<file path="config.mk">
export PLATFORM = sky130hd
export DESIGN_NAME = granule_write_tracker
export DESIGN_NICKNAME = d
export VERILOG_FILES = /design/src/rtl/gwt_pkg.sv /design/src/rtl/gwt_front.sv /design/src/rtl/gwt_queue.sv /design/src/rtl/gwt_back.sv /design/src/rtl/granule_write_tracker.sv
export SDC_FILE = /design/constraint.sdc
export NUM_CORES = 2
export LEC_CHECK = 0
export ABC_AREA = 0
export BUFFER_PORTS_ARGS = -buffer_cell sky130_fd_sc_hd__buf_4
export CORE_MARGIN = 2
export CORE_UTILIZATION = 45
export DETAILED_ROUTE_END_ITERATION = 10
export GPL_ROUTABILITY_DRIVEN = 0
export PLACE_DENSITY = 0.68
export SLEW_MARGIN = 5
export SYNTH_ARGS = -nofsm -noshare
export SYNTH_HDL_FRONTEND = slang
export SYNTH_SLANG_ARGS = --single-unit
</file>
<file path="constraint.sdc">
create_clock -name clk -period 7.19 [get_ports clk]
set_input_delay 0.719 -clock clk [delete_from_list [all_inputs] [get_ports clk]]
set_output_delay 0.719 -clock clk [all_outputs]
set_load 0.005 [all_outputs]
</file>
<file path="src/rtl/gwt_pkg.sv">
// Shared constants and types for the granule write tracker
`default_nettype none

package gwt_pkg;

    localparam int MEM_BYTES_DEF     = 65536;
    localparam int GRANULE_BYTES_DEF = 64;
    localparam int QUEUE_DEPTH       = 2;

    localparam int WORD_BITS = 64;
    localparam int BIT_W     = 6;
    localparam int LEN_W     = 32;
    localparam int KIND_W    = 2;
    localparam int TOUCHED_W = 17;

    typedef enum logic [1:0] {
        OP_REPLY,
        OP_MARK,
        OP_COUNT,
        OP_TOTAL
    } op_t;

    typedef struct packed {
        op_t              op;
        logic             acc;
        logic [BIT_W-1:0] first_bit;
        logic [BIT_W-1:0] last_bit;
        logic [LEN_W-1:0] len;
    } cmd_t;

endpackage

`default_nettype wire

</file>
<file path="src/rtl/gwt_front.sv">
// Front end: takes a word, classifies it and turns byte bounds into granule bounds
`default_nettype none

module gwt_front #(
    parameter int MEM_BYTES     = gwt_pkg::MEM_BYTES_DEF,
    parameter int GRANULE_BYTES = gwt_pkg::GRANULE_BYTES_DEF,
    localparam int NUM_GRANULES = (MEM_BYTES + GRANULE_BYTES - 1) / GRANULE_BYTES,
    localparam int NUM_WORDS    = (NUM_GRANULES + gwt_pkg::WORD_BITS - 1) / gwt_pkg::WORD_BITS,
    localparam int WORD_IDX_W   = (NUM_WORDS > 1) ? $clog2(NUM_WORDS) : 1
) (
    input  wire logic                        clk,
    input  wire logic                        rst_n,
    input  wire logic                        take,
    input  wire logic                        tracking,
    input  wire logic [gwt_pkg::KIND_W-1:0]  kind,
    input  wire logic [gwt_pkg::LEN_W-1:0]   offset,
    input  wire logic [gwt_pkg::LEN_W-1:0]   length,
    input  wire logic                        q_full,
    output logic                             idle,
    output logic                             q_push,
    output gwt_pkg::cmd_t                    q_cmd,
    output logic [WORD_IDX_W-1:0]            q_first_word,
    output logic [WORD_IDX_W-1:0]            q_last_word
);

    localparam int XW     = $clog2(MEM_BYTES);
    localparam int LOG_G  = $clog2(GRANULE_BYTES);
    localparam int SHIFT  = XW + LOG_G;
    localparam int RW     = XW + 2;
    localparam int PROD_W = XW + RW;
    localparam int SUM_W  = gwt_pkg::LEN_W + 1;
    localparam longint unsigned RECIP_FULL =
        ((64'd1 << SHIFT) + 64'(GRANULE_BYTES) - 64'd1) / 64'(GRANULE_BYTES);
    localparam logic [RW-1:0]    RECIP     = RECIP_FULL[RW-1:0];
    localparam logic [SUM_W-1:0] MEM_LIMIT = SUM_W'(MEM_BYTES);

    localparam logic [gwt_pkg::KIND_W-1:0] KIND_WRITE = 2'd0;
    localparam logic [gwt_pkg::KIND_W-1:0] KIND_RANGE = 2'd1;
    localparam logic [gwt_pkg::KIND_W-1:0] KIND_TOTAL = 2'd2;

    typedef enum logic [1:0] {
        F_IDLE,
        F_CLASS,
        F_DIV,
        F_PUSH
    } fstate_t;

    fstate_t                       state_reg;
    logic [gwt_pkg::KIND_W-1:0]    kind_reg;
    logic [gwt_pkg::LEN_W-1:0]     off_reg;
    logic [gwt_pkg::LEN_W-1:0]     len_reg;
    gwt_pkg::op_t                  op_reg;
    logic                          acc_reg;
    logic [XW-1:0]                 xf_reg;
    logic [XW-1:0]                 xl_reg;
    logic [XW-1:0]                 gf_reg;
    logic [XW-1:0]                 gl_reg;

    logic [SUM_W-1:0]   sum;
    logic [SUM_W-1:0]   end_clip;
    logic [SUM_W-1:0]   end_m1;
    gwt_pkg::op_t       op_next;
    logic               acc_next;
    logic [PROD_W-1:0]  prod_f;
    logic [PROD_W-1:0]  prod_l;
    logic [PROD_W-1:0]  prod_f_sh;
    logic [PROD_W-1:0]  prod_l_sh;
    logic [XW-1:0]      gf_word;
    logic [XW-1:0]      gl_word;

    always_comb
    begin
        sum      = SUM_W'(off_reg) + SUM_W'(len_reg);
        end_clip = (sum > MEM_LIMIT) ? MEM_LIMIT : sum;
        end_m1   = end_clip - SUM_W'(1);
        acc_next = 1'b1;
        op_next  = gwt_pkg::OP_REPLY;
        case (kind_reg)
            KIND_WRITE:
            begin
                acc_next = (sum <= MEM_LIMIT);
                if (acc_next && tracking && (len_reg != '0))
                    op_next = gwt_pkg::OP_MARK;
            end
            KIND_RANGE:
            begin
                if (tracking && (len_reg != '0) && (SUM_W'(off_reg) < MEM_LIMIT))
                    op_next = gwt_pkg::OP_COUNT;
            end
            KIND_TOTAL:
            begin
                if (tracking)
                    op_next = gwt_pkg::OP_TOTAL;
            end
            default:
            begin
                acc_next = 1'b0;
            end
        endcase
    end

    // divide by the granule size through a scaled reciprocal
    assign prod_f    = PROD_W'(xf_reg) * PROD_W'(RECIP);
    assign prod_l    = PROD_W'(xl_reg) * PROD_W'(RECIP);
    assign prod_f_sh = prod_f >> SHIFT;
    assign prod_l_sh = prod_l >> SHIFT;

    assign gf_word = gf_reg >> gwt_pkg::BIT_W;
    assign gl_word = gl_reg >> gwt_pkg::BIT_W;

    always_comb
    begin
        q_cmd.op  = op_reg;
        q_cmd.acc = acc_reg;
        q_cmd.len = len_reg;
        if (op_reg == gwt_pkg::OP_TOTAL)
        begin
            q_cmd.first_bit = '0;
            q_cmd.last_bit  = gwt_pkg::BIT_W'(gwt_pkg::WORD_BITS - 1);
            q_first_word    = '0;
            q_last_word     = WORD_IDX_W'(NUM_WORDS - 1);
        end
        else
        begin
            q_cmd.first_bit = gf_reg[gwt_pkg::BIT_W-1:0];
            q_cmd.last_bit  = gl_reg[gwt_pkg::BIT_W-1:0];
            q_first_word    = gf_word[WORD_IDX_W-1:0];
            q_last_word     = gl_word[WORD_IDX_W-1:0];
        end
    end

    assign idle   = (state_reg == F_IDLE);
    assign q_push = (state_reg == F_PUSH) && !q_full;

    always_ff @(posedge clk or negedge rst_n)
    begin
        if (!rst_n)
        begin
            state_reg <= F_IDLE;
            kind_reg  <= '0;
            off_reg   <= '0;
            len_reg   <= '0;
            op_reg    <= gwt_pkg::OP_REPLY;
            acc_reg   <= 1'b0;
            xf_reg    <= '0;
            xl_reg    <= '0;
            gf_reg    <= '0;
            gl_reg    <= '0;
        end
        else
        begin
            case (state_reg)
                F_IDLE:
                begin
                    if (take)
                    begin
                        kind_reg  <= kind;
                        off_reg   <= offset;
                        len_reg   <= length;
                        state_reg <= F_CLASS;
                    end
                end
                F_CLASS:
                begin
                    op_reg    <= op_next;
                    acc_reg   <= acc_next;
                    xf_reg    <= off_reg[XW-1:0];
                    xl_reg    <= end_m1[XW-1:0];
                    state_reg <= F_DIV;
                end
                F_DIV:
                begin
                    gf_reg    <= prod_f_sh[XW-1:0];
                    gl_reg    <= prod_l_sh[XW-1:0];
                    state_reg <= F_PUSH;
                end
                F_PUSH:
                begin
                    if (!q_full)
                        state_reg <= F_IDLE;
                end
                default:
                begin
                    state_reg <= F_IDLE;
                end
            endcase
        end
    end

endmodule

`default_nettype wire

</file>
<file path="src/rtl/gwt_queue.sv">
// Short command queue between the front end and the bitmap engine
`default_nettype none

module gwt_queue #(
    parameter int DATA_W = 8,
    parameter int DEPTH  = gwt_pkg::QUEUE_DEPTH
) (
    input  wire logic              clk,
    input  wire logic              rst_n,
    input  wire logic              push,
    input  wire logic [DATA_W-1:0] push_data,
    input  wire logic              pop,
    output logic [DATA_W-1:0]      pop_data,
    output logic                   full,
    output logic                   empty
);

    localparam int PTR_W = (DEPTH > 1) ? $clog2(DEPTH) : 1;
    localparam int CNT_W = $clog2(DEPTH + 1);

    logic [DATA_W-1:0] entry_reg [DEPTH];
    logic [PTR_W-1:0]  wr_ptr_reg;
    logic [PTR_W-1:0]  rd_ptr_reg;
    logic [CNT_W-1:0]  count_reg;

    logic do_push;
    logic do_pop;

    assign full     = (count_reg == CNT_W'(DEPTH));
    assign empty    = (count_reg == '0);
    assign do_push  = push && !full;
    assign do_pop   = pop && !empty;
    assign pop_data = entry_reg[rd_ptr_reg];

    always_ff @(posedge clk)
    begin
        if (do_push)
            entry_reg[wr_ptr_reg] <= push_data;
    end

    always_ff @(posedge clk or negedge rst_n)
    begin
        if (!rst_n)
        begin
            wr_ptr_reg <= '0;
            rd_ptr_reg <= '0;
            count_reg  <= '0;
        end
        else
        begin
            if (do_push)
                wr_ptr_reg <= (wr_ptr_reg == PTR_W'(DEPTH - 1)) ? '0 : wr_ptr_reg + PTR_W'(1);
            if (do_pop)
                rd_ptr_reg <= (rd_ptr_reg == PTR_W'(DEPTH - 1)) ? '0 : rd_ptr_reg + PTR_W'(1);
            if (do_push && !do_pop)
                count_reg <= count_reg + CNT_W'(1);
            else if (do_pop && !do_push)
                count_reg <= count_reg - CNT_W'(1);
        end
    end

endmodule

`default_nettype wire

</file>
<file path="src/rtl/gwt_back.sv">
// Bitmap engine: clears, marks and counts granule bits one memory word per cycle
`default_nettype none

module gwt_back #(
    parameter int MEM_BYTES     = gwt_pkg::MEM_BYTES_DEF,
    parameter int GRANULE_BYTES = gwt_pkg::GRANULE_BYTES_DEF,
    localparam int NUM_GRANULES = (MEM_BYTES + GRANULE_BYTES - 1) / GRANULE_BYTES,
    localparam int NUM_WORDS    = (NUM_GRANULES + gwt_pkg::WORD_BITS - 1) / gwt_pkg::WORD_BITS,
    localparam int WORD_IDX_W   = (NUM_WORDS > 1) ? $clog2(NUM_WORDS) : 1
) (
    input  wire logic                           clk,
    input  wire logic                           rst_n,
    input  wire logic                           clear_req,
    input  wire logic                           q_empty,
    input  wire gwt_pkg::cmd_t                  q_cmd,
    input  wire logic [WORD_IDX_W-1:0]          q_first_word,
    input  wire logic [WORD_IDX_W-1:0]          q_last_word,
    output logic                                q_pop,
    output logic                                clearing,
    output logic                                done,
    output logic                                accepted,
    output logic [gwt_pkg::TOUCHED_W-1:0]       touched_bytes
);

    localparam int WB    = gwt_pkg::WORD_BITS;
    localparam int PC_W  = $clog2(WB + 1);
    localparam int CNT_W = $clog2(NUM_GRANULES + 1);
    localparam int GB_W  = $clog2(GRANULE_BYTES + 1);
    localparam int PRW   = CNT_W + GB_W;
    localparam int CMP_W = (PRW > gwt_pkg::LEN_W + 1) ? PRW : gwt_pkg::LEN_W + 1;
    localparam logic [WB-1:0] ONES = '1;

    typedef enum logic [2:0] {
        B_CLEAR,
        B_IDLE,
        B_WALK,
        B_TAIL,
        B_SCALE,
        B_REPLY
    } bstate_t;

    function automatic logic [PC_W-1:0] popcount(input logic [WB-1:0] w);
        logic [PC_W-1:0] n;
        n = '0;
        for (int i = 0; i < WB; i++)
            n = n + PC_W'(w[i]);
        return n;
    endfunction

    logic [WB-1:0] bitmap_mem [NUM_WORDS];
    logic [WB-1:0] rd_data_reg;

    bstate_t                          state_reg;
    gwt_pkg::op_t                     op_reg;
    logic                             acc_reg;
    logic [gwt_pkg::BIT_W-1:0]        first_bit_reg;
    logic [gwt_pkg::BIT_W-1:0]        last_bit_reg;
    logic [gwt_pkg::LEN_W-1:0]        len_reg;
    logic [WORD_IDX_W-1:0]            first_word_reg;
    logic [WORD_IDX_W-1:0]            last_word_reg;
    logic [WORD_IDX_W-1:0]            cur_reg;
    logic [WORD_IDX_W-1:0]            clr_reg;
    logic [WB-1:0]                    masked_reg;
    logic                             masked_vld_reg;
    logic [CNT_W-1:0]                 cnt_reg;
    logic [PRW-1:0]                   prod_reg;
    logic                             done_reg;
    logic                             accepted_reg;
    logic [gwt_pkg::TOUCHED_W-1:0]    touched_reg;

    logic [WB-1:0]                    lo_mask;
    logic [WB-1:0]                    hi_mask;
    logic [WB-1:0]                    span_mask;
    logic                             at_last;
    logic [WORD_IDX_W-1:0]            cur_inc;
    logic [WORD_IDX_W-1:0]            rd_addr;
    logic                             mem_we;
    logic [WORD_IDX_W-1:0]            mem_waddr;
    logic [WB-1:0]                    mem_wdata;
    logic [CNT_W-1:0]                 cnt_next;
    logic [CMP_W-1:0]                 prod_ext;
    logic [CMP_W-1:0]                 len_ext;
    logic [CMP_W-1:0]                 mem_ext;
    logic [CMP_W-1:0]                 capped;

    assign lo_mask   = (cur_reg == first_word_reg) ? (ONES << first_bit_reg) : ONES;
    assign hi_mask   = (cur_reg == last_word_reg)
                     ? (ONES >> (gwt_pkg::BIT_W'(WB - 1) - last_bit_reg)) : ONES;
    assign span_mask = lo_mask & hi_mask;
    assign at_last   = (cur_reg == last_word_reg);
    assign cur_inc   = cur_reg + WORD_IDX_W'(1);
    assign cnt_next  = masked_vld_reg ? cnt_reg + CNT_W'(popcount(masked_reg)) : cnt_reg;

    always_comb
    begin
        rd_addr   = cur_reg;
        mem_we    = 1'b0;
        mem_waddr = cur_reg;
        mem_wdata = rd_data_reg | span_mask;
        case (state_reg)
            B_CLEAR:
            begin
                mem_we    = 1'b1;
                mem_waddr = clr_reg;
                mem_wdata = '0;
            end
            B_IDLE:
            begin
                rd_addr = q_first_word;
            end
            B_WALK:
            begin
                rd_addr = at_last ? cur_reg : cur_inc;
                mem_we  = (op_reg == gwt_pkg::OP_MARK);
            end
            default:
            begin
                rd_addr = cur_reg;
            end
        endcase
    end

    always_ff @(posedge clk)
    begin
        if (mem_we)
            bitmap_mem[mem_waddr] <= mem_wdata;
        rd_data_reg <= bitmap_mem[rd_addr];
    end

    always_comb
    begin
        prod_ext = CMP_W'(prod_reg);
        len_ext  = CMP_W'(len_reg);
        mem_ext  = CMP_W'(MEM_BYTES);
        case (op_reg)
            gwt_pkg::OP_COUNT: capped = (prod_ext > len_ext) ? len_ext : prod_ext;
            gwt_pkg::OP_TOTAL: capped = (prod_ext > mem_ext) ? mem_ext : prod_ext;
            default:           capped = '0;
        endcase
    end

    assign q_pop         = (state_reg == B_IDLE) && !q_empty && !clear_req;
    assign clearing      = (state_reg == B_CLEAR);
    assign done          = done_reg;
    assign accepted      = accepted_reg;
    assign touched_bytes = touched_reg;

    always_ff @(posedge clk or negedge rst_n)
    begin
        if (!rst_n)
        begin
            state_reg      <= B_CLEAR;
            op_reg         <= gwt_pkg::OP_REPLY;
            acc_reg        <= 1'b0;
            first_bit_reg  <= '0;
            last_bit_reg   <= '0;
            len_reg        <= '0;
            first_word_reg <= '0;
            last_word_reg  <= '0;
            cur_reg        <= '0;
            clr_reg        <= '0;
            masked_reg     <= '0;
            masked_vld_reg <= 1'b0;
            cnt_reg        <= '0;
            prod_reg       <= '0;
            done_reg       <= 1'b0;
            accepted_reg   <= 1'b0;
            touched_reg    <= '0;
        end
        else
        begin
            done_reg       <= 1'b0;
            masked_vld_reg <= 1'b0;
            masked_reg     <= rd_data_reg & span_mask;
            cnt_reg        <= cnt_next;
            if (clear_req)
            begin
                state_reg <= B_CLEAR;
                clr_reg   <= '0;
            end
            else
            begin
                case (state_reg)
                    B_CLEAR:
                    begin
                        if (clr_reg == WORD_IDX_W'(NUM_WORDS - 1))
                            state_reg <= B_IDLE;
                        else
                            clr_reg <= clr_reg + WORD_IDX_W'(1);
                    end
                    B_IDLE:
                    begin
                        if (!q_empty)
                        begin
                            op_reg         <= q_cmd.op;
                            acc_reg        <= q_cmd.acc;
                            first_bit_reg  <= q_cmd.first_bit;
                            last_bit_reg   <= q_cmd.last_bit;
                            len_reg        <= q_cmd.len;
                            first_word_reg <= q_first_word;
                            last_word_reg  <= q_last_word;
                            cur_reg        <= q_first_word;
                            cnt_reg        <= '0;
                            state_reg      <= (q_cmd.op == gwt_pkg::OP_REPLY) ? B_REPLY : B_WALK;
                        end
                    end
                    B_WALK:
                    begin
                        masked_vld_reg <= (op_reg == gwt_pkg::OP_COUNT) ||
                                          (op_reg == gwt_pkg::OP_TOTAL);
                        if (at_last)
                            state_reg <= B_TAIL;
                        else
                            cur_reg <= cur_inc;
                    end
                    B_TAIL:
                    begin
                        state_reg <= B_SCALE;
                    end
                    B_SCALE:
                    begin
                        prod_reg  <= PRW'(cnt_reg) * PRW'(GRANULE_BYTES);
                        state_reg <= B_REPLY;
                    end
                    B_REPLY:
                    begin
                        done_reg     <= 1'b1;
                        accepted_reg <= acc_reg;
                        touched_reg  <= capped[gwt_pkg::TOUCHED_W-1:0];
                        state_reg    <= B_IDLE;
                    end
                    default:
                    begin
                        state_reg <= B_IDLE;
                    end
                endcase
            end
        end
    end

endmodule

`default_nettype wire

</file>
<file path="src/rtl/granule_write_tracker.sv">
// Top level of the granule write tracker: config register, front end, queue, bitmap engine
`default_nettype none

// Written-granule tracker for a memory of MEM_BYTES bytes, one bit per granule of
// GRANULE_BYTES bytes, held in a bitmap memory of 64-bit words (16 at the defaults).
// Drive start with kind, offset and length while busy is low to hand in a word; its
// result comes back later as a one-cycle done pulse with accepted and touched_bytes,
// in order, and must be captured in that cycle since there is no back-pressure.
// The front end registers a word, classifies it, divides its bounds by the granule size
// and enqueues it, waiting while the queue is full; a two-entry queue lets it take the
// next word while the bitmap engine works. The engine goes through the bitmap memory one
// word per cycle: a mark, range or total query walks its bitmap words (a total query all
// NUM_WORDS of them, 16 at the defaults) and then the tail, scale and reply states, and a
// word that touches no bitmap word goes straight to reply; the memory's single read and
// write port sets this. After reset and after every write of 1 to the config register
// (cfg_we with cfg_wdata high) the bitmap is cleared one word per cycle, busy held high.
module granule_write_tracker #(
    parameter int MEM_BYTES     = gwt_pkg::MEM_BYTES_DEF,
    parameter int GRANULE_BYTES = gwt_pkg::GRANULE_BYTES_DEF
) (
    input  wire logic                         clk,
    input  wire logic                         rst_n,
    input  wire logic                         cfg_we,
    input  wire logic                         cfg_wdata,
    input  wire logic                         start,
    output logic                              busy,
    input  wire logic [gwt_pkg::KIND_W-1:0]   kind,
    input  wire logic [gwt_pkg::LEN_W-1:0]    offset,
    input  wire logic [gwt_pkg::LEN_W-1:0]    length,
    output logic                              done,
    output logic                              accepted,
    output logic [gwt_pkg::TOUCHED_W-1:0]     touched_bytes
);

    localparam int NUM_GRANULES = (MEM_BYTES + GRANULE_BYTES - 1) / GRANULE_BYTES;
    localparam int NUM_WORDS    = (NUM_GRANULES + gwt_pkg::WORD_BITS - 1) / gwt_pkg::WORD_BITS;
    localparam int WORD_IDX_W   = (NUM_WORDS > 1) ? $clog2(NUM_WORDS) : 1;
    localparam int QDATA_W      = $bits(gwt_pkg::cmd_t) + 2 * WORD_IDX_W;

    logic                   tracking_reg;
    logic                   take;
    logic                   front_idle;
    logic                   clearing;
    logic                   q_push;
    logic                   q_pop;
    logic                   q_full;
    logic                   q_empty;
    gwt_pkg::cmd_t          push_cmd;
    logic [WORD_IDX_W-1:0]  push_first_word;
    logic [WORD_IDX_W-1:0]  push_last_word;
    logic [QDATA_W-1:0]     push_data;
    logic [QDATA_W-1:0]     pop_data;
    gwt_pkg::cmd_t          pop_cmd;
    logic [WORD_IDX_W-1:0]  pop_first_word;
    logic [WORD_IDX_W-1:0]  pop_last_word;

    assign busy = !front_idle || clearing;
    assign take = start && !busy;

    always_ff @(posedge clk or negedge rst_n)
    begin
        if (!rst_n)
            tracking_reg <= 1'b0;
        else if (cfg_we)
            tracking_reg <= cfg_wdata;
    end

    gwt_front #(
        .MEM_BYTES     (MEM_BYTES),
        .GRANULE_BYTES (GRANULE_BYTES)
    ) u_front (
        .clk          (clk),
        .rst_n        (rst_n),
        .take         (take),
        .tracking     (tracking_reg),
        .kind         (kind),
        .offset       (offset),
        .length       (length),
        .q_full       (q_full),
        .idle         (front_idle),
        .q_push       (q_push),
        .q_cmd        (push_cmd),
        .q_first_word (push_first_word),
        .q_last_word  (push_last_word)
    );

    assign push_data = {push_cmd, push_first_word, push_last_word};

    gwt_queue #(
        .DATA_W (QDATA_W),
        .DEPTH  (gwt_pkg::QUEUE_DEPTH)
    ) u_queue (
        .clk       (clk),
        .rst_n     (rst_n),
        .push      (q_push),
        .push_data (push_data),
        .pop       (q_pop),
        .pop_data  (pop_data),
        .full      (q_full),
        .empty     (q_empty)
    );

    assign {pop_cmd, pop_first_word, pop_last_word} = pop_data;

    gwt_back #(
        .MEM_BYTES     (MEM_BYTES),
        .GRANULE_BYTES (GRANULE_BYTES)
    ) u_back (
        .clk           (clk),
        .rst_n         (rst_n),
        .clear_req     (cfg_we && cfg_wdata),
        .q_empty       (q_empty),
        .q_cmd         (pop_cmd),
        .q_first_word  (pop_first_word),
        .q_last_word   (pop_last_word),
        .q_pop         (q_pop),
        .clearing      (clearing),
        .done          (done),
        .accepted      (accepted),
        .touched_bytes (touched_bytes)
    );

`ifndef SYNTH
    a_take_busy: assert property (@(posedge clk) disable iff (!rst_n)
        take |=> busy)
        else $error("front end took a word but busy did not rise");

    a_no_overflow: assert property (@(posedge clk) disable iff (!rst_n)
        q_push |-> !q_full)
        else $error("command pushed into a full queue");

    a_no_pop_clear: assert property (@(posedge clk) disable iff (!rst_n)
        clearing |-> !q_pop)
        else $error("command popped while the bitmap is being cleared");

    a_done_pulse: assert property (@(posedge clk) disable iff (!rst_n)
        done |=> !done)
        else $error("result strobe held for more than one cycle");
`endif

endmodule

`default_nettype wire
</file>
### Word-level counts from Yosys, hierarchy flattened

Memories as Yosys holds them, arrays and structs flattened. A register that Yosys moved wholly into a read port is not among the register bits.
Index checks and enable logic that the tools add are counted.

* bits in registers: 300
* memories kept: 2
* RAM bits: 1134
* input port bits: 71

Memory list
* u_back.bitmap_mem: words 16, width 64, read ports 1, clocked after memory_dff 1, write ports 1, RTL line gwt_back.sv:50 `logic [WB-1:0] bitmap_mem [NUM_WORDS];`
* u_queue.entry_reg: words 2, width 55, read ports 1, clocked after memory_dff 0, write ports 1, RTL line gwt_queue.sv:21 `logic [DATA_W-1:0] entry_reg [DEPTH];`

* muxes and demuxes: 49
* bitwise operators: 5
* add/subtract/negate cells: 73
* equality and inequality tests: 25
* shift operators: 2
* reductions and logical operators: 40
* order comparisons: 5

Operators by type and width (number)
* adder 7 x 1 -> 7 bit: 62
* 2-to-1 mux 64 bit: 3
* bitwise AND 64 bit: 2
* bitwise OR 64 bit: 1
* left shift 64 x 6 -> 64 bit, first input constant: 1
* right shift 64 x 6 -> 64 bit, first input constant: 1
* 2-to-1 mux 11 bit: 4
* 2-to-1 mux 17 bit: 2
* case mux 17 bit (2 select lines): 1
* adder 32 x 32 -> 33 bit: 1
* greater-than comparator 33 x 17 -> 1 bit, second input constant: 1
* <= comparator 33 x 17 -> 1 bit, second input constant: 1
* greater-than comparator 17 x 32 -> 1 bit: 1
* < comparator 32 x 17 -> 1 bit, second input constant: 1
* 2-to-1 mux 4 bit: 8
* nonzero test 32 bit: 1
* greater-than comparator 17 bit, second input constant: 1
* 2-to-1 mux 16 bit: 1
* case mux 4 bit (2 select lines): 2
* subtractor 16 x 1 -> 16 bit, second input constant: 1
* 2-to-1 mux 3 bit: 5
* case mux 3 bit (5 select lines): 1
* equality test 2 bit, second input constant: 7
* logical AND 1 bit: 13
* other kinds (32): 77

### Logic depth before layout (Yosys ltp)

* depth in word-level cells: 68
* mapped depth: 27

### Hierarchy

From an unflattened synthesis, not the netlist that was laid out.

* cells, all modules: 4332
* area total of the unflattened synthesis: 64883.5 µm²

By module, submodules not included
* gwt_back: cells an instance 3453, area an instance 53490.1 µm², times used 1
* gwt_front: cells an instance 684, area an instance 7000.5 µm², times used 1
* gwt_queue: cells an instance 190, area an instance 4330.4 µm², times used 1
* granule_write_tracker: cells an instance 5, area an instance 62.6 µm², times used 1

### Worst setup path after synthesis

Ideal clock, no wire load.

* path type: register -> register
* from: register u_back.masked_reg[0]
* to: register u_back.cnt_reg[10]
* setup slack: -0.010 ns
* clock period less this slack: 7.200 ns
* arrival time: 7.121 ns
* stages on the path, launching flop included: 23
* library setup time: 0.078 ns
* cells stage by stage: dfrtp_1 ha_1 inv_1 fa_1 fa_1 fa_1 fa_1 fa_1 fa_1 fa_1 fa_1 fa_1 fa_1 fa_1 inv_1 a21oi_1 o21ai_0 and2_1 o21ai_0 a21boi_0 o211ai_1 or3_1 a21oi_1

* word-level cells in the longest chain between the ends: 68

RTL lines
* start, declared: RTL line gwt_back.sv:63 `logic [WB-1:0] masked_reg;`
* start signal, assigned: RTL line gwt_back.sv:174 `masked_reg <= rd_data_reg & span_mask;`
* adder 1 x 1 -> 2 bit (*): RTL line gwt_back.sv:46 `n = n + PC_W'(w[i]);`
* adder 7 x 1 -> 7 bit (*) (62 in a row): RTL line gwt_back.sv:46
* adder 11 x 7 -> 11 bit (*): RTL line gwt_back.sv:92 `assign cnt_next = masked_vld_reg ? cnt_reg + CNT_W'(popcount(masked_reg)) : cnt_reg;`
* 2-to-1 mux 11 bit (*): RTL line gwt_back.sv:92
* 2-to-1 mux 11 bit: RTL line gwt_back.sv:193 `if (!q_empty)`
* 2-to-1 mux 11 bit: RTL line gwt_back.sv:183 `case (state_reg)`
* 2-to-1 mux 11 bit (*): RTL line gwt_back.sv:176 `if (clear_req)`
* end signal, assigned: RTL line gwt_back.sv:175 `cnt_reg <= cnt_next;`
* end, declared: RTL line gwt_back.sv:65 `logic [CNT_W-1:0] cnt_reg;`

Mark *: on every way between the ends. The rest lies on a longest branch, timed or not.
A chain may end at the register's enable or synchronous reset.

### Final worst setup path

* from: register u_back.masked_reg[1]
* to: register u_back.cnt_reg[10]

Same word-level chain as after synthesis.

==> impl_metrics.yaml <==
synthesis:
  synthMuxAreaShare_pct: 2.99
  synthCells: 4846
  syn_area_sq_um: 62900
  synth_top_family_by_area: "compound AO/OA/AOI/OAI gates"
  synth_edf_count: 1134
  ys_seq_area_share_pct: 67.6
  synth_cell_types: 81
  synth_fp_nets: 5050
  postSynthRegisterBits: 1486
  synth_simple_gate_area_share_pct: 10.2
  synth_compound_area_share_pct: 12.2
  synth_xor_area_share_pct: 0.724
  synthFlopType: "edfxtp_1"
  synth_area_per_cell_sq_um: 13.0
  yosys_warnings: 0
  async_flop_share_pct: 19.4
  synthAdderAreaFrac_pct: 3.31
setup_path:
  worstSetupStartpointType: "register"
  critPathLaunch: "u_back.masked_reg[1]"
  critPathMaxStageDelay_ns: 0.60
  worst_path_most_repeated_cell: "fa_1"
  worstPathArrival_ns: 7.92
  required_ns: 7.91
  cpMaxStageDelayCell: "fa_1"
  critPathCaptureType: "register"
  criticalPathCategory: "register to register"
  r2r-start: "u_back.masked_reg[1]"
  crit_path_cell_trace: "ha_1, inv_2, fa_1, fa_1, fa_2, fa_2, fa_1, fa_1, fa_1, fa_1, fa_2, fa_2, fa_2, inv_2, a21oi_2, o21ai_2, and2_4, o21ai_4, a21boi_2, o211ai_1, or3_1, a21oi_2"
  cp_top_family: "adder cells"
  cp_max_fo: 2
  critPathBufInv: 2
drt:
  num_vias: 39400
  drc: 0
  via_per_inst: 5.74
  first_iter_violations: 4408
  ant_nets: 0
  drt-wirelength-per-cell_um: 22.1
  first_pass_iters: 8
  drt_wl_total_um: 152000
clock_network:
  path_clk_slew_ns: 0.06
  htree_levels: 4
  insertion_delay_ns: 0.78
  cts_buffer_depth: 3
  cts_sinks: 1486
  cts_tree: "yes"
  numCtsBuffers: 153
  cts_root_buffer: "clkbuf_16"
global_route:
  grt_pass1_wl_um: 234000
  grt_use_total_pct: 21.2
  antenna_found_initial: 0
  grt_max_degree: 162
  overflow: 0
  grt_pass1_vias: 38500
die:
  dieArea_sq_um: 143000
  core_area_sq_um: 139000
  fp-row-count: 137
  num_io_pins: 91
  initial_core_util_pct: 45.2
  die_h_um: 378
  die_x_um: 378
final_layout:
  syn_to_final_growth_pct: 12.5
  fillers: 11600
  largest_reg_flops: 1024
  fin_nets: 5062
  layout-drive-gt1-share_pct: 11.5
  final_cell_area_sq_um: 70800
sta:
  finalCritPeriodShare_pct: 100
  drv_slew: 0
  tns_ns: -0.0155
  fin_ws_ns: -0.0155
  fin_worst_skew_ns: 0.0311
  final-hold-violation-count: 0
  hold_ws_ns: 0.137
  layout_min_cycle_time_ns: 7.21
  rsz0062_at_grt: "true"
  max-slew-margin-rel_pct: 17.8
  worstMarginPinSlew_ns: 1.23
  setup_viol: 1
  clock.fmax_mhz: 139
job:
  cap_violations: 0
outcome:
  outcome: "finished with violations"
  violations: "negative setup slack"
min_path:
  hp-class: "primary input to register"
  hp-start: "cfg_we"
placement:
  port_buffers: 90
  place_area_sq_um: 65700
  hpwlAfterDp_um: 84900
## routing by layer
layer | wire (um) | up-vias | track usage, %
li1 | - | 17900 | -
met1 | 65500 | 19700 | 29.6
met2 | 71600 | 1463 | 34.0
met3 | 10200 | 305 | 3.15
met4 | 4740 | 0 | 7.38
met5 | 0 | - | 0
## per-stage QoR
step,utilization (%),std cells,worst slack (ns)
2_1_floorplan,-,4846,0.0381
3_3_place_gp,47.2,6571,-0.220
3_5_place_dp,47.2,6571,-0.408
4_1_cts,50.8,6862,-0.122
5_1_grt,50.9,6866,-0.193
6_report,50.9,6867,-0.0155
## placed cells by master, fill, tap and decap left out, types with 20 or more instances in the layout
| cell | netlist | final |
|---|---|---|
| and2_1 | 294 | 293 |
| xnor2_1 | 30 | 29 |
| clkbuf_1 | 233 | 56 |
| edfxtp_1 | 1134 | 1134 |
| clkbuf_8 | 0 | 22 |
| xor2_1 | 22 | 22 |
| mux2_2 | 111 | 111 |
| a211oi_1 | 327 | 326 |
| nand4_1 | 20 | 20 |
| a31oi_1 | 156 | 156 |
| inv_1 | 160 | 154 |
| ha_1 | 77 | 76 |
| dfrtp_1 | 288 | 287 |
| nand2_1 | 658 | 658 |
| nor3_1 | 25 | 24 |
| dfxtp_1 | 64 | 64 |
| a311oi_1 | 129 | 129 |
| o21ai_0 | 132 | 128 |
| a21o_1 | 20 | 20 |
| mux2i_1 | 63 | 63 |
| fa_1 | 56 | 51 |
| buf_4 | 0 | 155 |
| nor2_1 | 238 | 221 |
| a21oi_1 | 262 | 254 |
| and2_0 | 28 | 28 |
| clkbuf_16 | 0 | 157 |
## area by class of cell
class / count / area (sq um) / share of cell area [%]
Clock inverter: 52 / 552 / 0.779
Multi-Input combinational cell: 2884 / 18800 / 26.6
Inverter: 160 / 601 / 0.848
Timing Repair Buffer: 173 / 1510 / 2.13
Tap cell: 1876 / 2350 / 3.32
Sequential cell: 1486 / 42500 / 60.1
Clock buffer: 235 / 4440 / 6.27
Antenna cell: 1 / 2.50 / 0.00353
## synth_stat cells (4+ instances only)
cell type  count  share of area, %
a211oi_1     327               3.9
a21boi_0       4             0.048
xor2_1        22              0.31
o31ai_1       15              0.18
a31oi_1      156               1.6
nor4_1        18              0.18
a311oi_1     129               1.8
xnor2_1       30              0.42
buf_2         60              0.48
buf_1         22              0.13
a22oi_1       14              0.17
nand2b_1      19              0.19
and2_1       294               2.9
nand2_1      658               3.9
mux2i_1       63               1.0
a22o_1         6             0.084
inv_1        160              0.95
o32a_1         5             0.080
a21o_1        20              0.24
or3_1          7             0.070
nand3_1       20              0.16
o21ai_0      132               1.0
edfxtp_1    1134                54
or2_2          5             0.050
nor2_1       238               1.4
o22ai_1        9             0.089
mux2_2       111               2.0
and3_1        11              0.11
o211ai_1       6             0.072
a21oi_1      262               2.1
fa_1          56               1.8
nor3_1        25              0.20
ha_1          77               1.5
and2_0        28              0.28
nand4_1       20              0.20
clkbuf_1     233               1.4
dfxtp_1       64               2.0
dfrtp_1      288                11
a221oi_1       4             0.056
o21a_1        15              0.18
nor2b_1       11              0.11
## worst paths after layout
path / to / slack (ns) / cells past startpoint
hold / removal: tracking_reg / 0.14 / 2
setup reg to reg: u_back.cnt_reg[10] / -0.02 / 22
max in group asynchronous: u_queue.rd_ptr_reg / 5.26 / 3
setup / recovery: u_back.cnt_reg[10] / -0.02 / 22
hold reg to reg: u_back.masked_reg[26] / 0.44 / 2
min in group asynchronous: u_front.off_reg[30] / 0.46 / 2
## repair_timing
action	CTS	global route
pin swaps	32	29
endpoints found under the setup margin	5	6
endpoints found under the hold margin	68	0
buffers inserted	3	4
hold buffers	1	0
resized for setup	21	9
## cells by family (layout without fill, tap and decap cells)
logic type / Yosys count / after routing
AO/OA/AOI/OAI: 1147 / 1147
XOR/XNOR: 52 / 52
adder cells (fa/ha/maj): 133 / 133
buffers and inverters: 476 / 620
flip-flops: 1486 / 1486
multiplexers: 174 / 174
other: 0 / 1
AND/OR/NAND/NOR: 1378 / 1378
Power is left out: the tool's default activity adds up to more than one toggle a clock period on the data nets, which glitch-free logic cannot reach.
